$ cat config.mk
export PLATFORM = sky130hd
export DESIGN_NAME = x86_insn_length_decoder_flat
export DESIGN_NICKNAME = d
export VERILOG_FILES = /design/src/rtl/xild_pkg.sv /design/src/rtl/xild_code_if.sv /design/src/rtl/xild_result_if.sv /design/src/rtl/x86_insn_length_decoder.sv /design/src/flat_wrapper.sv
export VERILOG_INCLUDE_DIRS = /design/src /design/src/rtl
export SDC_FILE = /design/constraint.sdc
export NUM_CORES = 1
export LEC_CHECK = 0
export BUFFER_PORTS_ARGS = -buffer_cell sky130_fd_sc_hd__buf_2
export CORE_ASPECT_RATIO = 2
export CORE_MARGIN = 4
export CORE_UTILIZATION = 55
export DETAILED_ROUTE_END_ITERATION = 16
export PLACE_DENSITY = 0.74
export RECOVER_POWER = 100
export SLEW_MARGIN = 20
export SYNTH_ARGS = -nofsm -noshare
export SYNTH_HDL_FRONTEND = slang
export SYNTH_SLANG_ARGS = --single-unit
$ cat constraint.sdc
create_clock -name clk -period 4.9 [get_ports clk]
set_input_delay 0.98 -clock clk [delete_from_list [all_inputs] [get_ports clk]]
set_output_delay 0.98 -clock clk [all_outputs]
set_load 0.005 [all_outputs]
$ cat src/rtl/x86_insn_length_decoder_macros.svh
// assertion helpers shared by the rtl
`ifndef X86_INSN_LENGTH_DECODER_MACROS_SVH
`define X86_INSN_LENGTH_DECODER_MACROS_SVH

// same-cycle implication, clocked on clk, off during reset
`define XILD_ASSERT_IMP(lbl, ante, cons, msg) \
	lbl: assert property (@(posedge clk) disable iff (!arst_n) (ante) |-> (cons)) \
		else $error(msg);

// next-cycle implication, clocked on clk, off during reset
`define XILD_ASSERT_NXT(lbl, ante, cons, msg) \
	lbl: assert property (@(posedge clk) disable iff (!arst_n) (ante) |=> (cons)) \
		else $error(msg);

`endif

$ cat src/rtl/xild_pkg.sv
`default_nettype none

package xild_pkg;

	localparam int BYTE_W  = 8;
	localparam int LEN_W   = 4;
	localparam int TOTAL_W = 5;
	localparam int IMM_W   = 3;
	localparam int CFG_W   = 4;

	localparam logic [LEN_W-1:0]   MAX_INSN_LEN   = 4'd15;
	localparam logic [CFG_W-1:0]   MIN_COVER_RST  = 4'd5;
	localparam logic [TOTAL_W-1:0] TOTAL_SAT      = 5'd31;

	localparam logic [BYTE_W-1:0] OP_ESC     = 8'h0F;
	localparam logic [BYTE_W-1:0] OP2_SKIP1  = 8'h1E;
	localparam logic [BYTE_W-1:0] OP2_MODRM  = 8'h1F;

	localparam logic [1:0] MOD_NODISP = 2'd0;
	localparam logic [1:0] MOD_DISP8  = 2'd1;
	localparam logic [1:0] MOD_REG    = 2'd3;
	localparam logic [2:0] RM_SIB     = 3'd4;
	localparam logic [2:0] RM_DISP32  = 3'd5;

	typedef enum logic [4:0] {
		PH_OPC   = 5'b00001,
		PH_OP2   = 5'b00010,
		PH_MODRM = 5'b00100,
		PH_SIB   = 5'b01000,
		PH_SKIP  = 5'b10000
	} phase_t;

	typedef enum logic [2:0] {
		OC_BAD,
		OC_DONE,
		OC_IMM,
		OC_MODRM,
		OC_ESC
	} opc_class_t;

	typedef struct packed {
		opc_class_t        cls;
		logic [IMM_W-1:0]  imm;
	} opc_info_t;

	function automatic logic is_prefix(input logic [BYTE_W-1:0] b);
		return b == 8'h66 || b == 8'h67 || b == 8'hF2 || b == 8'hF3 ||
			b == 8'h2E || b == 8'h3E || b == 8'h26 || b == 8'h36 ||
			b == 8'h64 || b == 8'h65;
	endfunction

	// one-byte opcode table: class and trailing immediate size
	function automatic opc_info_t classify(input logic [BYTE_W-1:0] op);
		opc_info_t r;
		r.cls = OC_BAD;
		r.imm = 3'd0;
		unique case (op) inside
			[8'h50:8'h5F], 8'h90, 8'hC9, 8'h98, 8'h99, 8'hF8, 8'hFC:
				r.cls = OC_DONE;
			8'h6A, 8'hEB, [8'hB0:8'hB7]: begin
				r.cls = OC_IMM;
				r.imm = 3'd1;
			end
			8'h68, 8'hE8, 8'hE9, [8'hB8:8'hBF]: begin
				r.cls = OC_IMM;
				r.imm = 3'd4;
			end
			8'h83, 8'hC6: begin
				r.cls = OC_MODRM;
				r.imm = 3'd1;
			end
			8'h81, 8'hC7: begin
				r.cls = OC_MODRM;
				r.imm = 3'd4;
			end
			8'h89, 8'h8B, 8'h01, 8'h03, 8'h29, 8'h2B, 8'h31, 8'h33,
			8'h39, 8'h3B, 8'h09, 8'h0B, 8'h21, 8'h23, 8'h85, 8'h8D,
			8'h87, 8'hFF, 8'h88, 8'h8A:
				r.cls = OC_MODRM;
			OP_ESC:
				r.cls = OC_ESC;
			default:
				r.cls = OC_BAD;
		endcase
		return r;
	endfunction

endpackage

`default_nettype wire

$ cat src/rtl/xild_code_if.sv
`default_nettype none

interface xild_code_if;
	logic                        valid;
	logic                        ready;
	logic [xild_pkg::BYTE_W-1:0] code_byte;
	logic                        scan_start;

	modport source (output valid, code_byte, scan_start, input ready);
	modport sink   (input valid, code_byte, scan_start, output ready);
endinterface

`default_nettype wire

$ cat src/rtl/xild_result_if.sv
`default_nettype none

interface xild_result_if;
	logic                         valid;
	logic                         ready;
	logic [xild_pkg::LEN_W-1:0]   insn_length;
	logic [xild_pkg::TOTAL_W-1:0] total_length;
	logic                         scan_complete;
	logic                         unsupported;

	modport source (output valid, insn_length, total_length, scan_complete, unsupported,
		input ready);
	modport sink   (input valid, insn_length, total_length, scan_complete, unsupported,
		output ready);
endinterface

`default_nettype wire

$ cat src/rtl/x86_insn_length_decoder.sv
// Streaming length decoder for 32-bit x86 code. One code byte enters per word on the
// code channel and the block takes a byte every cycle while the result side keeps up.
// An accepted byte is held in the input register while the decode logic works on it;
// its word (if it ends an instruction) is loaded into the result register when the
// decode stage advances and is presented from there. A word waiting on the result
// channel holds the decode stage and, once the input register is full, the code channel.
// The per-byte decode state lives in the decode stage and is updated for each byte that
// advances, which is what sets the one-byte-per-cycle rate. A word with scan_start set
// begins a new scan; bytes after the scan ends (complete or unsupported) and bytes before
// the first scan_start are dropped without a result. min_cover_bytes is written through
// cfg_we/cfg_wdata; the user must write it only while the block is idle, which the block
// itself does not enforce. It resets to 5.
`default_nettype none

`include "x86_insn_length_decoder_macros.svh"

module x86_insn_length_decoder (
	input  wire logic                      clk,
	input  wire logic                      arst_n,
	input  wire logic                      cfg_we,
	input  wire logic [xild_pkg::CFG_W-1:0] cfg_wdata,
	xild_code_if.sink                      code,
	xild_result_if.source                  result
);

	import xild_pkg::*;

	// configuration
	logic [CFG_W-1:0] min_cover_q;

	// input register
	logic              valid_s1;
	logic [BYTE_W-1:0] byte_s1;
	logic              start_s1;

	// decode state
	phase_t             phase_q;
	logic [LEN_W-1:0]   skip_q;
	logic [IMM_W-1:0]   pend_q;
	logic [BYTE_W-1:0]  modrm_q;
	logic [LEN_W-1:0]   cur_q;
	logic [TOTAL_W-1:0] total_q;
	logic               fin_q;

	// result register
	logic               out_valid_q;
	logic [LEN_W-1:0]   out_len_q;
	logic [TOTAL_W-1:0] out_total_q;
	logic               out_complete_q;
	logic               out_unsup_q;

	// handshake: the decode stage moves whenever the result register can take a word
	logic adv;
	assign adv        = !out_valid_q || result.ready;
	assign code.ready = !valid_s1 || adv;

	always_ff @(posedge clk or negedge arst_n) begin
		if (!arst_n) begin
			min_cover_q <= MIN_COVER_RST;
		end else if (cfg_we) begin
			min_cover_q <= cfg_wdata;
		end
	end

	always_ff @(posedge clk or negedge arst_n) begin
		if (!arst_n) begin
			valid_s1 <= 1'b0;
		end else if (code.ready) begin
			valid_s1 <= code.valid;
		end
	end

	always_ff @(posedge clk) begin
		if (code.ready && code.valid) begin
			byte_s1  <= code.code_byte;
			start_s1 <= code.scan_start;
		end
	end

	// effective state: scan_start wipes everything before the byte is decoded
	phase_t             eff_phase;
	logic [LEN_W-1:0]   eff_skip;
	logic [IMM_W-1:0]   eff_pend;
	logic [BYTE_W-1:0]  eff_modrm;
	logic [LEN_W-1:0]   eff_cur;
	logic [TOTAL_W-1:0] eff_total;
	logic               eff_fin;

	always_comb begin
		if (start_s1) begin
			eff_phase = PH_OPC;
			eff_skip  = '0;
			eff_pend  = '0;
			eff_modrm = '0;
			eff_cur   = '0;
			eff_total = '0;
			eff_fin   = 1'b0;
		end else begin
			eff_phase = phase_q;
			eff_skip  = skip_q;
			eff_pend  = pend_q;
			eff_modrm = modrm_q;
			eff_cur   = cur_q;
			eff_total = total_q;
			eff_fin   = fin_q;
		end
	end

	// next state and result word
	phase_t             phase_n;
	logic [LEN_W-1:0]   skip_n;
	logic [IMM_W-1:0]   pend_n;
	logic [BYTE_W-1:0]  modrm_n;
	logic [LEN_W-1:0]   cur_n;
	logic [TOTAL_W-1:0] total_n;
	logic               fin_n;

	logic               res_valid;
	logic [LEN_W-1:0]   res_len;
	logic [TOTAL_W-1:0] res_total;
	logic               res_complete;
	logic               res_unsup;

	logic               do_fail;
	logic               do_done;
	logic               do_exp;
	logic [LEN_W-1:0]   exp_n;
	logic [LEN_W:0]     len_inc;
	logic [TOTAL_W:0]   sum;
	logic [TOTAL_W-1:0] sum_sat;
	logic               complete;
	logic [1:0]         mod;
	logic [2:0]         rm;
	logic [LEN_W-1:0]   pend_w;
	opc_info_t          info;

	always_comb begin
		phase_n = eff_phase;
		skip_n  = eff_skip;
		pend_n  = eff_pend;
		modrm_n = eff_modrm;
		cur_n   = eff_cur;
		total_n = eff_total;
		fin_n   = eff_fin;

		do_fail = 1'b0;
		do_done = 1'b0;
		do_exp  = 1'b0;
		exp_n   = '0;
		mod     = byte_s1[7:6];
		rm      = byte_s1[2:0];
		pend_w  = {1'b0, eff_pend};
		info    = classify(byte_s1);
		len_inc = {1'b0, eff_cur} + {{LEN_W{1'b0}}, 1'b1};

		res_valid    = 1'b0;
		res_len      = '0;
		res_total    = eff_total;
		res_complete = 1'b0;
		res_unsup    = 1'b0;

		// only bytes inside a live scan are decoded
		if (!eff_fin) begin
			if (len_inc > {1'b0, MAX_INSN_LEN}) begin
				// over-long instruction, also bounds a prefix run
				do_fail = 1'b1;
			end else begin
				cur_n = len_inc[LEN_W-1:0];
				unique case (eff_phase)
					PH_OP2: begin
						if (byte_s1 == OP2_SKIP1) begin
							do_exp = 1'b1;
							exp_n  = 4'd1;
						end else if (byte_s1 == OP2_MODRM) begin
							pend_n  = '0;
							phase_n = PH_MODRM;
						end else begin
							do_fail = 1'b1;
						end
					end
					PH_MODRM: begin
						modrm_n = byte_s1;
						if (mod == MOD_REG) begin
							do_exp = 1'b1;
							exp_n  = pend_w;
						end else if (rm == RM_SIB) begin
							phase_n = PH_SIB;
						end else if (mod == MOD_NODISP) begin
							do_exp = 1'b1;
							exp_n  = ((rm == RM_DISP32) ? 4'd4 : 4'd0) + pend_w;
						end else if (mod == MOD_DISP8) begin
							do_exp = 1'b1;
							exp_n  = 4'd1 + pend_w;
						end else begin
							do_exp = 1'b1;
							exp_n  = 4'd4 + pend_w;
						end
					end
					PH_SIB: begin
						// displacement size from the saved modrm, base from the sib byte
						do_exp = 1'b1;
						if (eff_modrm[7:6] == MOD_NODISP) begin
							exp_n = ((rm == RM_DISP32) ? 4'd4 : 4'd0) + pend_w;
						end else if (eff_modrm[7:6] == MOD_DISP8) begin
							exp_n = 4'd1 + pend_w;
						end else begin
							exp_n = 4'd4 + pend_w;
						end
					end
					PH_SKIP: begin
						if (eff_skip <= 4'd1) begin
							do_done = 1'b1;
						end else begin
							skip_n = eff_skip - 4'd1;
						end
					end
					PH_OPC: begin
						if (!is_prefix(byte_s1)) begin
							unique case (info.cls)
								OC_DONE: do_done = 1'b1;
								OC_IMM: begin
									do_exp = 1'b1;
									exp_n  = {1'b0, info.imm};
								end
								OC_MODRM: begin
									pend_n  = info.imm;
									phase_n = PH_MODRM;
								end
								OC_ESC:  phase_n = PH_OP2;
								default: do_fail = 1'b1;
							endcase
						end
					end
					default: do_fail = 1'b1;
				endcase

				// trailing displacement / immediate bytes, or end right here
				if (do_exp) begin
					if (exp_n == '0) begin
						do_done = 1'b1;
					end else begin
						skip_n  = exp_n;
						phase_n = PH_SKIP;
					end
				end
			end
		end

		sum      = {1'b0, eff_total} + {2'b00, cur_n};
		sum_sat  = (sum > {1'b0, TOTAL_SAT}) ? TOTAL_SAT : sum[TOTAL_W-1:0];
		complete = sum_sat >= {1'b0, min_cover_q};

		if (do_fail || do_done) begin
			phase_n = PH_OPC;
			skip_n  = '0;
			pend_n  = '0;
			modrm_n = '0;
			res_valid = 1'b1;
			if (do_fail) begin
				res_unsup = 1'b1;
				fin_n     = 1'b1;
			end else begin
				res_len      = cur_n;
				res_total    = sum_sat;
				res_complete = complete;
				total_n      = sum_sat;
				fin_n        = complete;
			end
			cur_n = '0;
		end
	end

	always_ff @(posedge clk or negedge arst_n) begin
		if (!arst_n) begin
			phase_q <= PH_OPC;
			skip_q  <= '0;
			pend_q  <= '0;
			modrm_q <= '0;
			cur_q   <= '0;
			total_q <= '0;
			fin_q   <= 1'b1;
		end else if (adv && valid_s1) begin
			phase_q <= phase_n;
			skip_q  <= skip_n;
			pend_q  <= pend_n;
			modrm_q <= modrm_n;
			cur_q   <= cur_n;
			total_q <= total_n;
			fin_q   <= fin_n;
		end
	end

	// result register
	always_ff @(posedge clk or negedge arst_n) begin
		if (!arst_n) begin
			out_valid_q <= 1'b0;
		end else if (adv) begin
			out_valid_q <= valid_s1 && res_valid;
		end
	end

	always_ff @(posedge clk) begin
		if (adv && valid_s1 && res_valid) begin
			out_len_q      <= res_len;
			out_total_q    <= res_total;
			out_complete_q <= res_complete;
			out_unsup_q    <= res_unsup;
		end
	end

	assign result.valid         = out_valid_q;
	assign result.insn_length   = out_len_q;
	assign result.total_length  = out_total_q;
	assign result.scan_complete = out_complete_q;
	assign result.unsupported   = out_unsup_q;

	// an unsupported word carries no length and never completes the scan
	`XILD_ASSERT_IMP(a_unsup_word, out_valid_q && out_unsup_q,
		out_len_q == '0 && !out_complete_q, "unsupported word with length or complete")
	// every finished instruction has at least one byte
	`XILD_ASSERT_IMP(a_len_nonzero, out_valid_q && !out_unsup_q,
		out_len_q != '0, "finished instruction of zero length")
	// a scan-ending word leaves the decoder waiting for scan_start
	`XILD_ASSERT_NXT(a_scan_end, adv && valid_s1 && res_valid && (res_unsup || res_complete),
		fin_q, "scan not closed after its last word")
	// skip phase always has bytes left to skip
	`XILD_ASSERT_IMP(a_skip_count, phase_q == PH_SKIP,
		skip_q != '0, "skip phase with empty count")
	// the instruction length counter stays within the limit
	`XILD_ASSERT_IMP(a_len_bound, 1'b1,
		cur_q <= MAX_INSN_LEN, "instruction length counter past limit")

endmodule

`default_nettype wire
$ cat src/flat_wrapper.sv
// flat-port wrapper written by rule: the top's interface ports become plain ports
module x86_insn_length_decoder_flat import xild_pkg::*;
  (clk, arst_n, cfg_we, cfg_wdata, code_valid, code_code_byte, code_scan_start, code_ready, result_valid, result_insn_length, result_total_length, result_scan_complete, result_unsupported, result_ready);
  xild_code_if code_i ();
  xild_result_if result_i ();
  input  wire logic clk;
  input  wire logic arst_n;
  input  wire logic cfg_we;
  input  wire logic [xild_pkg::CFG_W-1:0] cfg_wdata;
  input wire logic [$bits(code_i.valid)-1:0] code_valid;
  input wire logic [$bits(code_i.code_byte)-1:0] code_code_byte;
  input wire logic [$bits(code_i.scan_start)-1:0] code_scan_start;
  output wire logic [$bits(code_i.ready)-1:0] code_ready;
  output wire logic [$bits(result_i.valid)-1:0] result_valid;
  output wire logic [$bits(result_i.insn_length)-1:0] result_insn_length;
  output wire logic [$bits(result_i.total_length)-1:0] result_total_length;
  output wire logic [$bits(result_i.scan_complete)-1:0] result_scan_complete;
  output wire logic [$bits(result_i.unsupported)-1:0] result_unsupported;
  input wire logic [$bits(result_i.ready)-1:0] result_ready;
  assign code_i.valid = code_valid;
  assign code_i.code_byte = code_code_byte;
  assign code_i.scan_start = code_scan_start;
  assign code_ready = code_i.ready;
  assign result_valid = result_i.valid;
  assign result_insn_length = result_i.insn_length;
  assign result_total_length = result_i.total_length;
  assign result_scan_complete = result_i.scan_complete;
  assign result_unsupported = result_i.unsupported;
  assign result_i.ready = result_ready;
  x86_insn_length_decoder u_core (.clk(clk), .arst_n(arst_n), .cfg_we(cfg_we), .cfg_wdata(cfg_wdata), .code(code_i), .result(result_i));
endmodule
==> results of run 1 <==
==> sequential cells by signal, indices dropped and copies added (netlist names), 2 cells and up <==
signal                      flops
u_core.total_q                  5
u_core.min_cover_q              4
u_core.skip_q                   4
u_core.byte_s1                  8
u_core.phase_q                  5
u_core.cur_q                    4
u_core.result.total_length      5
u_core.modrm_q                  2
u_core.result.insn_length       4
u_core.pend_q                   3
==> power groups by stage <==
| stage | clock network (W) | logic [W] | registers, W |
|---|---|---|---|
| floorplan | 0 | 0.000406 | 0.000556 |
| global placement | 0 | 0.000496 | 0.000587 |
| detailed placement | 0 | 0.000504 | 0.000590 |
| CTS | 0.000395 | 0.000509 | 0.000583 |
| global route | 0.000419 | 0.000560 | 0.000593 |
| finish | 0.000396 | 0.000508 | 0.000585 |
==> timing repair <==
item,CTS,global route
setup buffers,0,1
endpoints found under the hold margin,0,0
endpoints found under the setup margin,0,2
resized for setup,0,6
==> worst max-delay path: cells and delay by family, from the launching register on <==
family	cells	cell delay [ns]
adder cells (fa/ha/maj)	4	1.04
flip-flops	1	0.47
AND/OR/NAND/NOR	7	0.84
AO/OA/AOI/OAI	10	1.77
buffers and inverters	3	0.32
==> cell type report <==
| class | instances | area share (%) |
|---|---|---|
| flip-flops and latches | 50 | 32.9 |
| well taps | 88 | 2.67 |
| repair buffers | 37 | 4.53 |
| clock inverters | 2 | 0.942 |
| clock buffers | 6 | 3.13 |
| multi-input cells | 325 | 53.9 |
| inverters | 21 | 1.91 |
==> per-stage QoR <==
step / cells / hold WS (ns) / instance area [um2] / setup slack (ns)
global placement: 520 / 0.476 / 3970 / 0.431
finish: 529 / 0.504 / 4120 / 0.375
CTS: 528 / 0.510 / 4140 / 0.158
global route: 529 / 0.532 / 4120 / -0.0351
floorplan: 419 / 0.449 / 3810 / 0.00526
detailed placement: 520 / 0.488 / 3970 / 0.196
==> how the worst min path moves through the flow <==
stage	startpoint	endpoint	slack (ns)
2_1_floorplan	u_core.total_q[0]	u_core.total_q[0]	0.45
3_3_place_gp	u_core.total_q[2]	u_core.total_q[2]	0.48
3_5_place_dp	u_core.total_q[4]	u_core.total_q[4]	0.49
4_1_cts	u_core.total_q[4]	u_core.total_q[4]	0.51
5_1_grt	u_core.total_q[4]	u_core.total_q[4]	0.53
6_report	u_core.total_q[4]	u_core.total_q[4]	0.50
==> cells by family (layout without fill, tap and decap cells) <==
logic type      after synthesis  in the layout  share of synthesized area, %
compound gates              116            116                          23.0
xor+xnor                      6              6                          1.38
fa+ha+maj                    16             16                          5.41
buf+inv                      44             66                          5.90
flops                        50             50                          35.7
mux                           4              4                          1.09
simple gates                183            183                          27.5
==> per-layer routing <==
layer	global-route usage, %	share of wire [%]	vias up
met4	14.0	4.8	0
met2	47.5	57	128
met1	26.6	35	1612
met3	3.41	3.8	40
met5	0	0	-
li1	-	-	1591
==> placed cells by master, fill, tap and decap left out, types with 4 or more instances in the layout <==
| cell | n |
|---|---|
| a21oi_1 | 17 |
| or3_1 | 4 |
| buf_2 | 20 |
| nand2b_1 | 14 |
| a31oi_1 | 7 |
| o21ai_0 | 20 |
| clkbuf_16 | 5 |
| nand3b_1 | 4 |
| ha_1 | 14 |
| a21oi_2 | 4 |
| a221o_1 | 4 |
| a21o_1 | 8 |
| clkbuf_1 | 12 |
| a22o_1 | 6 |
| nor3_1 | 11 |
| edfxtp_1 | 20 |
| o31ai_1 | 7 |
| nand4_1 | 6 |
| nand3_1 | 13 |
| dfrtp_1 | 26 |
| nand2_1 | 43 |
| nor2_1 | 33 |
| nand4b_1 | 5 |
| and3b_1 | 4 |
| nor2b_1 | 14 |
| buf_4 | 6 |
| xor2_1 | 4 |
| inv_1 | 21 |
| and2_1 | 5 |
| dfstp_2 | 4 |
==> flow_summary_export.csv, run 1 <==
group,metric,value,unit
outcome,outcome,"finished with violations",
outcome,violations,"max-capacitance violations, max-slew violations",
yosys,synth-async-reset-ratio,60.0,%
timing,setup_violations,0,
finish,n_fill_cell,601,
clock_network,cts_max_path_buffers,2,
yosys,netlist_instances,419,
pwr,p_int,0.000948,W
routing,wl,10200,um
yosys,syn-num-nets,452,
routing,initialDrtViolationCount,232,
global_routing,antenna_found_initial,0,
placed_design,place_congestion,0.900,
clock_network,path_clk_slew,0.07,ns
pwr,finalPower,0.00149,W
routing,drtAntennaViolNets,0,
placed_design,port_buffers,30,
global_routing,gr-usage-all-layers,25.8,%
clock_network,cts.sink_count,50,
timing,finalClockSkew,0.00614,ns
finish,regArea,0.00136,mm2
worst_setup_path,cp_slowest_stage_delay,0.47,ns
global_routing,grt_max_degree,31,
global_routing,grt_pass1_vias,3406,
timing,max_freq,221,MHz
worst_setup_path,regToRegStartpoint,"u_core.start_s1",
global_routing,grt_pass1_wl,16500,um
worst_setup_path,reg2reg_setup_slack,0.37,ns
worst_setup_path,critical_path_required,5.12,ns
yosys,synth_edf_count,20,
yosys,ys_seq_area_share,35.7,%
floorplanning,initial_core_util,56.9,%
pwr,ir_drop,0.238,mV
yosys,synth_commonest_cells,"nand2_1, nor2_1, dfrtp_1, a21oi_1",
yosys,synth-main-ff-cell,"dfrtp_1",
timing,timing.final.crit_share,92.4,%
worst_setup_path,worstSetupPathType,"reg -> reg",
pwr,switching_share,36.4,%
hold_path,hold_depth,1,
routing,num_vias,3371,
timing,relSlewSlack,-9.82,%
yosys,ys_ff_latch,50,
routing,viasPerCell,6.37,
yosys,yosysTopAreaCell,"dfrtp_1",
yosys,synth_top_area_share,17.1,%
finish,drive_above_1_share,14.3,%
floorplanning,die_w,66.7,um
floorplanning,num_rows,42,
hold_path,min_path_type,"reg -> reg",
pwr,power_density,362,mW/mm2
clock_network,clk_latency,0.30,ns
pwr,power_frac_comb,34.1,%
worst_setup_path,startpoint_type,"register",
timing,period_minus_slack,4.53,ns
pwr,pwr-share-seq,39.3,%
worst_setup_path,path_cells,"inv_1 > nand2_1 > ha_1 > nor3_1 > maj3_1 > nand2_1 > a21oi_4 > nor2_1 > a21oi_2 > inv_1 > ha_1 > a21o_1 > a21oi_2 > inv_1 > a21oi_2 > nor2_1 > nor2_2 > ha_1 > nand2b_1 > a21o_1 > a21o_1 > a21oi_1 > a21oi_1 > o32a_1",
yosys,synth.most_common_cell,"nand2_1",
yosys,netlist-cell-type-count,84,
yosys,ys_warn_count,0,
yosys,syn_area,0.00380,mm2
floorplanning,core_area,0.00667,mm2
clock_network,cts_hold_buffers,0,
finish,diodes,0,
worst_setup_path,cp-end-kind,"register",
finish,area_delta_synth_final,8.50,%
floorplanning,die_area,0.00838,mm2
pwr,switchingPower,0.000542,W
pwr,leakagePower,1.73,nW
placed_design,hpwl,7710,um
run,maxCapViolCount,1,
global_routing,grt-ovfl-total,0,
clock_network,numCtsBuffers,5,
timing,setup_tns,0,ns
routing,drc,0,
clock_network,cts_tree,"built",
worst_setup_path,cp-startpoint,"u_core.start_s1",
worst_setup_path,r2r_end,"u_core.fin_q",
pwr,clkPwrFrac,26.6,%
worst_setup_path,endpoint,"u_core.fin_q",
timing,maxSlewViolCount,31,
timing,hold_viol,0,
clock_network,root_buffer,"clkbuf_16",
finish,fin_nets,473,
worst_setup_path,crit_slowest_cell,"edfxtp_1",
floorplanning,die_h,125,um
finish,multi_input_area,0.00222,mm2
yosys,avgSynthCellArea,9.06,um2
routing,dr.pass1.iters,5,
worst_setup_path,crit_fanout,4,
worst_setup_path,worst-r2r-cell-count,24,
routing,routedWlPerCell,19.3,um
yosys,ys_top_cells_by_area,"dfrtp_1, edfxtp_1, ha_1, nand2_1, nor2_1",
timing,worst_slew_pin_slew,1.65,ns
finish,postLayoutCoreUtil,61.7,%
clock_network,htree_levels,2,
floorplanning,io_pins,31,
worst_setup_path,cp.arrival,4.74,ns
Note: power is estimated with default switching activity, not from simulation.
==> inputs of run 2 (changes only) <==
CORE_UTILIZATION = 60   (was 55)
PLACE_DENSITY = 0.77   (was 0.74)
clock period = 4.6 ns   (was 4.9 ns; I/O delays follow)
==> run 2 against run 1 <==
  * The run still ends with max-capacitance violations, max-slew violations left
  * Worst setup slack got worse by 0.14 ns
  * Sequential cell count unchanged
  * Utilization rose by 6.3 points
  * Power increased by 4.1%
  * Via count is 0.83% higher
  * Critical path depth decreased by 1
  * Sequential share of layout area unchanged
  * Register-to-register slack worse by 0.14 ns
  * Highest routed layer unchanged
==> flow_summary_export.csv, run 2 (synthesis results as in run 1) <==
group,metric,value,unit
outcome,outcome,"finished with violations",
outcome,violations,"max-capacitance violations, max-slew violations",
finish,final_common_cell,"nand2_1",
placed_design,hpwl,7530,um
worst_setup_path,critical_path_required,4.82,ns
worst_setup_path,worstSetupPathType,"reg -> reg",
routing,drtAntennaViolNets,0,
worst_setup_path,regToRegStartpoint,"u_core.start_s1",
finish,n_fill_cell,491,
clock_network,path_clk_slew,0.07,ns
floorplanning,initial_core_util,62.7,%
global_routing,gr-usage-all-layers,27.2,%
global_routing,antenna_found_initial,0,
floorplanning,die_area,0.00774,mm2
hold_path,timing.hold.worst.start,"u_core.total_q[2]",
placed_design,port_buffers,30,
finish,fin_nets,476,
routing,wl,9950,um
hold_path,hold_depth,1,
timing,finalClockSkew,0.00540,ns
pwr,finalPower,0.00155,W
finish,layout_common_cells,"nand2_1, nor2_1, dfrtp_1, o21ai_0, edfxtp_1",
timing,max_freq,229,MHz
clock_network,cts_max_path_buffers,2,
pwr,leakagePower,1.73,nW
worst_setup_path,worst-r2r-cell-count,23,
routing,num_vias,3399,
pwr,power_density,376,mW/mm2
timing,maxSlewViolCount,31,
clock_network,root_buffer,"clkbuf_16",
finish,diodes,0,
worst_setup_path,reg2reg_setup_slack,0.23,ns
routing,viasPerCell,6.44,
timing,relSlewSlack,-13.4,%
timing,worst_slew_pin_slew,1.70,ns
finish,largest_reg_flops,8,
global_routing,grt_pass1_wl,16700,um
clock_network,cts.sink_count,50,
worst_setup_path,cp.arrival,4.59,ns
routing,initialDrtViolationCount,326,
pwr,ir_drop,0.315,mV
worst_setup_path,r2r_end,"u_core.fin_q",
floorplanning,die_h,120,um
finish,top_register,"u_core.byte_s1",
timing,period_minus_slack,4.37,ns
floorplanning,core_area,0.00606,mm2
finish,drive_above_1_share,15.3,%
global_routing,grt_pass1_vias,3471,
global_routing,grt_max_degree,31,
worst_setup_path,crit_fanout,8,
finish,area_delta_synth_final,8.50,%
global_routing,grt-ovfl-total,0,
routing,routedWlPerCell,18.8,um
timing,setup_violations,0,
routing,drc,0,
hold_path,min_path_type,"reg -> reg",
clock_network,cts_tree,"built",
clock_network,numCtsBuffers,5,
worst_setup_path,cp-end-kind,"register",
floorplanning,num_rows,40,
finish,postLayoutCoreUtil,68.0,%
timing,hold_viol,0,
timing,timing.final.crit_share,94.9,%
floorplanning,die_w,64.2,um
routing,dr.pass1.iters,4,
floorplanning,io_pins,31,
placed_design,place_congestion,0.952,
clock_network,clk_latency,0.29,ns
worst_setup_path,startpoint_type,"register",
clock_network,htree_levels,2,
run,maxCapViolCount,1,
hold_path,hold_end,"u_core.total_q[2]",
-- run 2: routing by layer --
metal  global-route usage (%)  wire length [um]  up-vias
li1                         -                 -     1607
met1                     29.1              3530     1647
met2                     49.7              5530      100
met3                     2.70               290       45
met4                     17.0               591        0
met5                        0                 0        -
-- run 2: worst max-delay path by stage --
stage               cells past startpoint  slack [ns]            to       startpoint
floorplan                              26        0.02  u_core.fin_q  u_core.start_s1
global placement                       24        0.24  u_core.fin_q  u_core.start_s1
detailed placement                     24         0.1  u_core.fin_q  u_core.start_s1
CTS                                    24        0.09  u_core.fin_q  u_core.start_s1
global route                           23       -0.05  u_core.fin_q  u_core.start_s1
finish                                 23        0.23  u_core.fin_q  u_core.start_s1
-- run 2: power breakdown --
| group | switching [W] | internal (W) |
|---|---|---|
| Sequential | 0.0000820 | 0.000547 |
| Combinational | 0.000329 | 0.000210 |
| Clock | 0.000164 | 0.000218 |
| Total | 0.000575 | 0.000975 |
-- run 2: cell type report --
class	instances	area, um2	share of cell area, %
Multi-Input combinational cell	325	2220	53.8
Sequential cell	50	1360	32.9
Timing Repair Buffer	40	208	5.04
Clock buffer	6	139	3.37
Tap cell	84	105	2.55
Inverter	21	78.8	1.91
Clock inverter	2	16.3	0.395
-- run 2: metrics by stage --
stage / std cells / setup TNS [ns] / hold WS, ns / setup WS, ns / area (um2)
4_1_cts: 524 / 0 / 0.498 / 0.0869 / 4150
6_report: 528 / 0 / 0.504 / 0.232 / 4120
2_1_floorplan: 419 / 0 / 0.449 / 0.0178 / 3850
3_5_place_dp: 516 / 0 / 0.478 / 0.0991 / 3990
3_3_place_gp: 516 / 0 / 0.476 / 0.240 / 3990
5_1_grt: 528 / -0.0478 / 0.524 / -0.0478 / 4120
-- run 2: repair_timing --
action	4_1_cts	5_1_grt
hold buffers	0	0
setup endpoints to repair	0	2
setup buffers	0	4
resized for setup	0	3
-- run 2: critical path: stages (launching register included) --
cell and delay [ns]:
edfxtp_1 0.53, inv_1 0.12, nand2_1 0.11, ha_4 0.24, nor3_2 0.18, maj3_2 0.21
nand2_2 0.09, a21oi_4 0.21, nor2b_1 0.09, xnor2_1 0.19, inv_1 0.07, ha_1 0.34
a21oi_2 0.18, inv_1 0.08, a21oi_2 0.16, nor2_1 0.08, nor2_2 0.13, ha_1 0.24
nand2b_1 0.14, a21o_1 0.17, a21o_1 0.18, a21oi_2 0.15, a21oi_1 0.10, o32a_1 0.30
==> inputs of run 3 (changes only) <==
ABC_AREA = 0   (was default)
CAP_MARGIN = 10   (was default)
CORE_UTILIZATION = 55   (was 60)
PLACE_DENSITY = 0.71   (was 0.77)
==> run 3 against run 2 <==
  * The flow still finishes with violations (max-capacitance violations, max-slew violations)
  * Fmax is essentially flat
  * Critical endpoint is now u_core.result.scan_complete
  * Sequential cell count is the same
  * Power grew 4.4%
  * Global-route usage shrank 0.72 points
  * Hold slack lost 0.0038 ns
  * Highest routed layer unchanged
  * Clock skew shrank 0.0014 ns
  * Via count shrank 0.88%
==> flow_summary_export.csv, run 3 (synthesis results as in run 1) <==
group,metric,value,unit
clock_network,numCtsBuffers,5,
routing,wl_met1,3670,um
timing,setup_tns,0,ns
routing,routedWlPerCell,19.4,um
worst_setup_path,cp.arrival,4.37,ns
clock_network,htree_levels,2,
global_routing,antenna_found_initial,0,
pwr,ir_drop,0.363,mV
finish,diodes,0,
worst_setup_path,cp_common_cell,"nor2_1",
hold_path,timing.hold.worst.start,"u_core.total_q[1]",
global_routing,grt_max_degree,31,
floorplanning,initial_core_util,56.9,%
finish,final_common_cell,"nand2_1",
pwr,leakagePower,1.75,nW
finish,area_delta_synth_final,9.33,%
routing,drc,0,
floorplanning,io_pins,31,
routing,routed-wl-met2,5920,um
floorplanning,die_area,0.00838,mm2
clock_network,cts_hold_buffers,0,
worst_setup_path,cp_slowest_stage_delay,0.87,ns
timing,rsz0062_at_grt,"false",
floorplanning,die_w,66.7,um
clock_network,cts_tree,"built",
placed_design,place_congestion,0.865,
worst_setup_path,crit_fanout,22,
clock_network,cts_max_path_buffers,2,
timing,hold_viol,0,
global_routing,grt_pass1_vias,3444,
routing,dr_wl_met3,257,um
clock_network,clk_latency,0.30,ns
timing,period_minus_slack,4.37,ns
run,maxCapViolCount,1,
finish,top_register,"u_core.byte_s1",
finish,final_area,0.00415,mm2
routing,dr.pass1.iters,4,
finish,postLayoutCoreUtil,62.2,%
timing,timing.final.crit_share,95.0,%
floorplanning,core_area,0.00667,mm2
timing,max_freq,229,MHz
finish,drive_above_1_share,16.3,%
outcome,outcome,"finished with violations",
placed_design,port_buffers,30,
clock_network,path_clk_slew,0.07,ns
floorplanning,die_h,125,um
worst_setup_path,cp-startpoint,"u_core.start_s1",
timing,worst_slew_pin_slew,1.67,ns
placed_design,hpwl,7650,um
worst_setup_path,path_cells,"clkbuf_1 > nand2b_1 > inv_1 > ha_1 > or3_1 > nand4b_1 > o211a_1 > nand4_1 > a21oi_2 > nor2_1 > nor2_1 > clkbuf_4",
worst_setup_path,worstSetupPathType,"reg -> reg",
global_routing,grt_pass1_wl,17000,um
timing,maxSlewViolCount,31,
worst_setup_path,startpoint_type,"register",
finish,largest_reg_flops,8,
timing,relSlewSlack,-11.0,%
worst_setup_path,critical_path_required,4.60,ns
finish,fin_nets,474,
routing,drtAntennaViolNets,0,
timing,setup_violations,0,
clock_network,root_buffer,"clkbuf_16",
routing,top_layer,"met4",
finish,layout_common_cells,"nand2_1, nor2_1, dfrtp_1, buf_2, o21ai_0",
worst_setup_path,regToRegStartpoint,"u_core.start_s1",
outcome,violations,"max-capacitance violations, max-slew violations",
timing,finalClockSkew,0.00396,ns
global_routing,gr-usage-all-layers,26.5,%
worst_setup_path,crit_slowest_cell,"clkbuf_1",
worst_setup_path,cp-end-kind,"register",
clock_network,cts.sink_count,50,
hold_path,min_path_type,"reg -> reg",
floorplanning,num_rows,42,
routing,num_vias,3369,
worst_setup_path,reg2reg_setup_slack,0.23,ns
placed_design,place_area,0.00399,mm2
routing,initialDrtViolationCount,248,
routing,wl,10300,um
routing,viasPerCell,6.36,
global_routing,grt-ovfl-total,0,
pwr,power_density,390,mW/mm2
-- run 3: cell types whose count changed in the layout (fill, tap and decap cells not counted), sizes merged --
| cell | previous run | this run |
|---|---|---|
| buf | 28 | 29 |
| clkinvlp | 1 | 0 |
| bufinv | 0 | 1 |
| clkbuf | 18 | 15 |
-- run 3: critical path: cells and delay by family (launching register included) --
family / cells / cell delay (ns)
buffers and inverters: 3 / 1.29
AO/OA/AOI/OAI: 2 / 0.77
flip-flops: 1 / 0.45
adder cells (fa/ha/maj): 1 / 0.32
AND/OR/NAND/NOR: 6 / 1.22
-- run 3: what timing repair did --
item | in CTS | in global routing
endpoints found under the setup margin | 0 | 2
setup buffers | 0 | 3
resized for setup | 0 | 3
-- run 3: worst paths after layout --
kind / to / depth (start not counted)
setup / recovery: u_core.result.scan_complete / 12
hold / removal: u_core.total_q[1] / 1
setup reg to reg: u_core.result.scan_complete / 12
hold reg to reg: u_core.total_q[1] / 1
max in group asynchronous: u_core.modrm_q[6] / 1
min in group asynchronous: u_core.skip_q[2] / 1
-- run 3: layer usage --
layer | vias to the layer above | global-route usage (%)
li1 | 1603 | -
met5 | - | 0
met2 | 77 | 49.7
met1 | 1658 | 27.7
met3 | 31 | 3.14
met4 | 0 | 12.6
-- run 3: final cells by class --
type,instances,area (um2)
fillers,622,2520
multi-input cells,325,2230
flip-flops and latches,50,1360
repair buffers,38,199
clock buffers,6,139
well taps,88,110
inverters,21,78.8
clock inverters,2,38.8
-- run 3: stage by stage --
stage	cells	worst slack, ns	hold slack, ns	power [W]
floorplan	419	0.0178	0.449	0.00104
global placement	519	0.297	0.476	0.00117
detailed placement	519	0.202	0.477	0.00118
CTS	527	0.166	0.498	0.00162
global route	530	0.00394	0.522	0.00171
finish	530	0.228	0.501	0.00162
-- run 3: report_power, final --
group | total, W | internal [W] | switching, W
registers | 0.000628 | 0.000547 | 0.0000817
clock network | 0.000442 | 0.000274 | 0.000168
logic | 0.000548 | 0.000212 | 0.000336
total | 0.00162 | 0.00103 | 0.000586
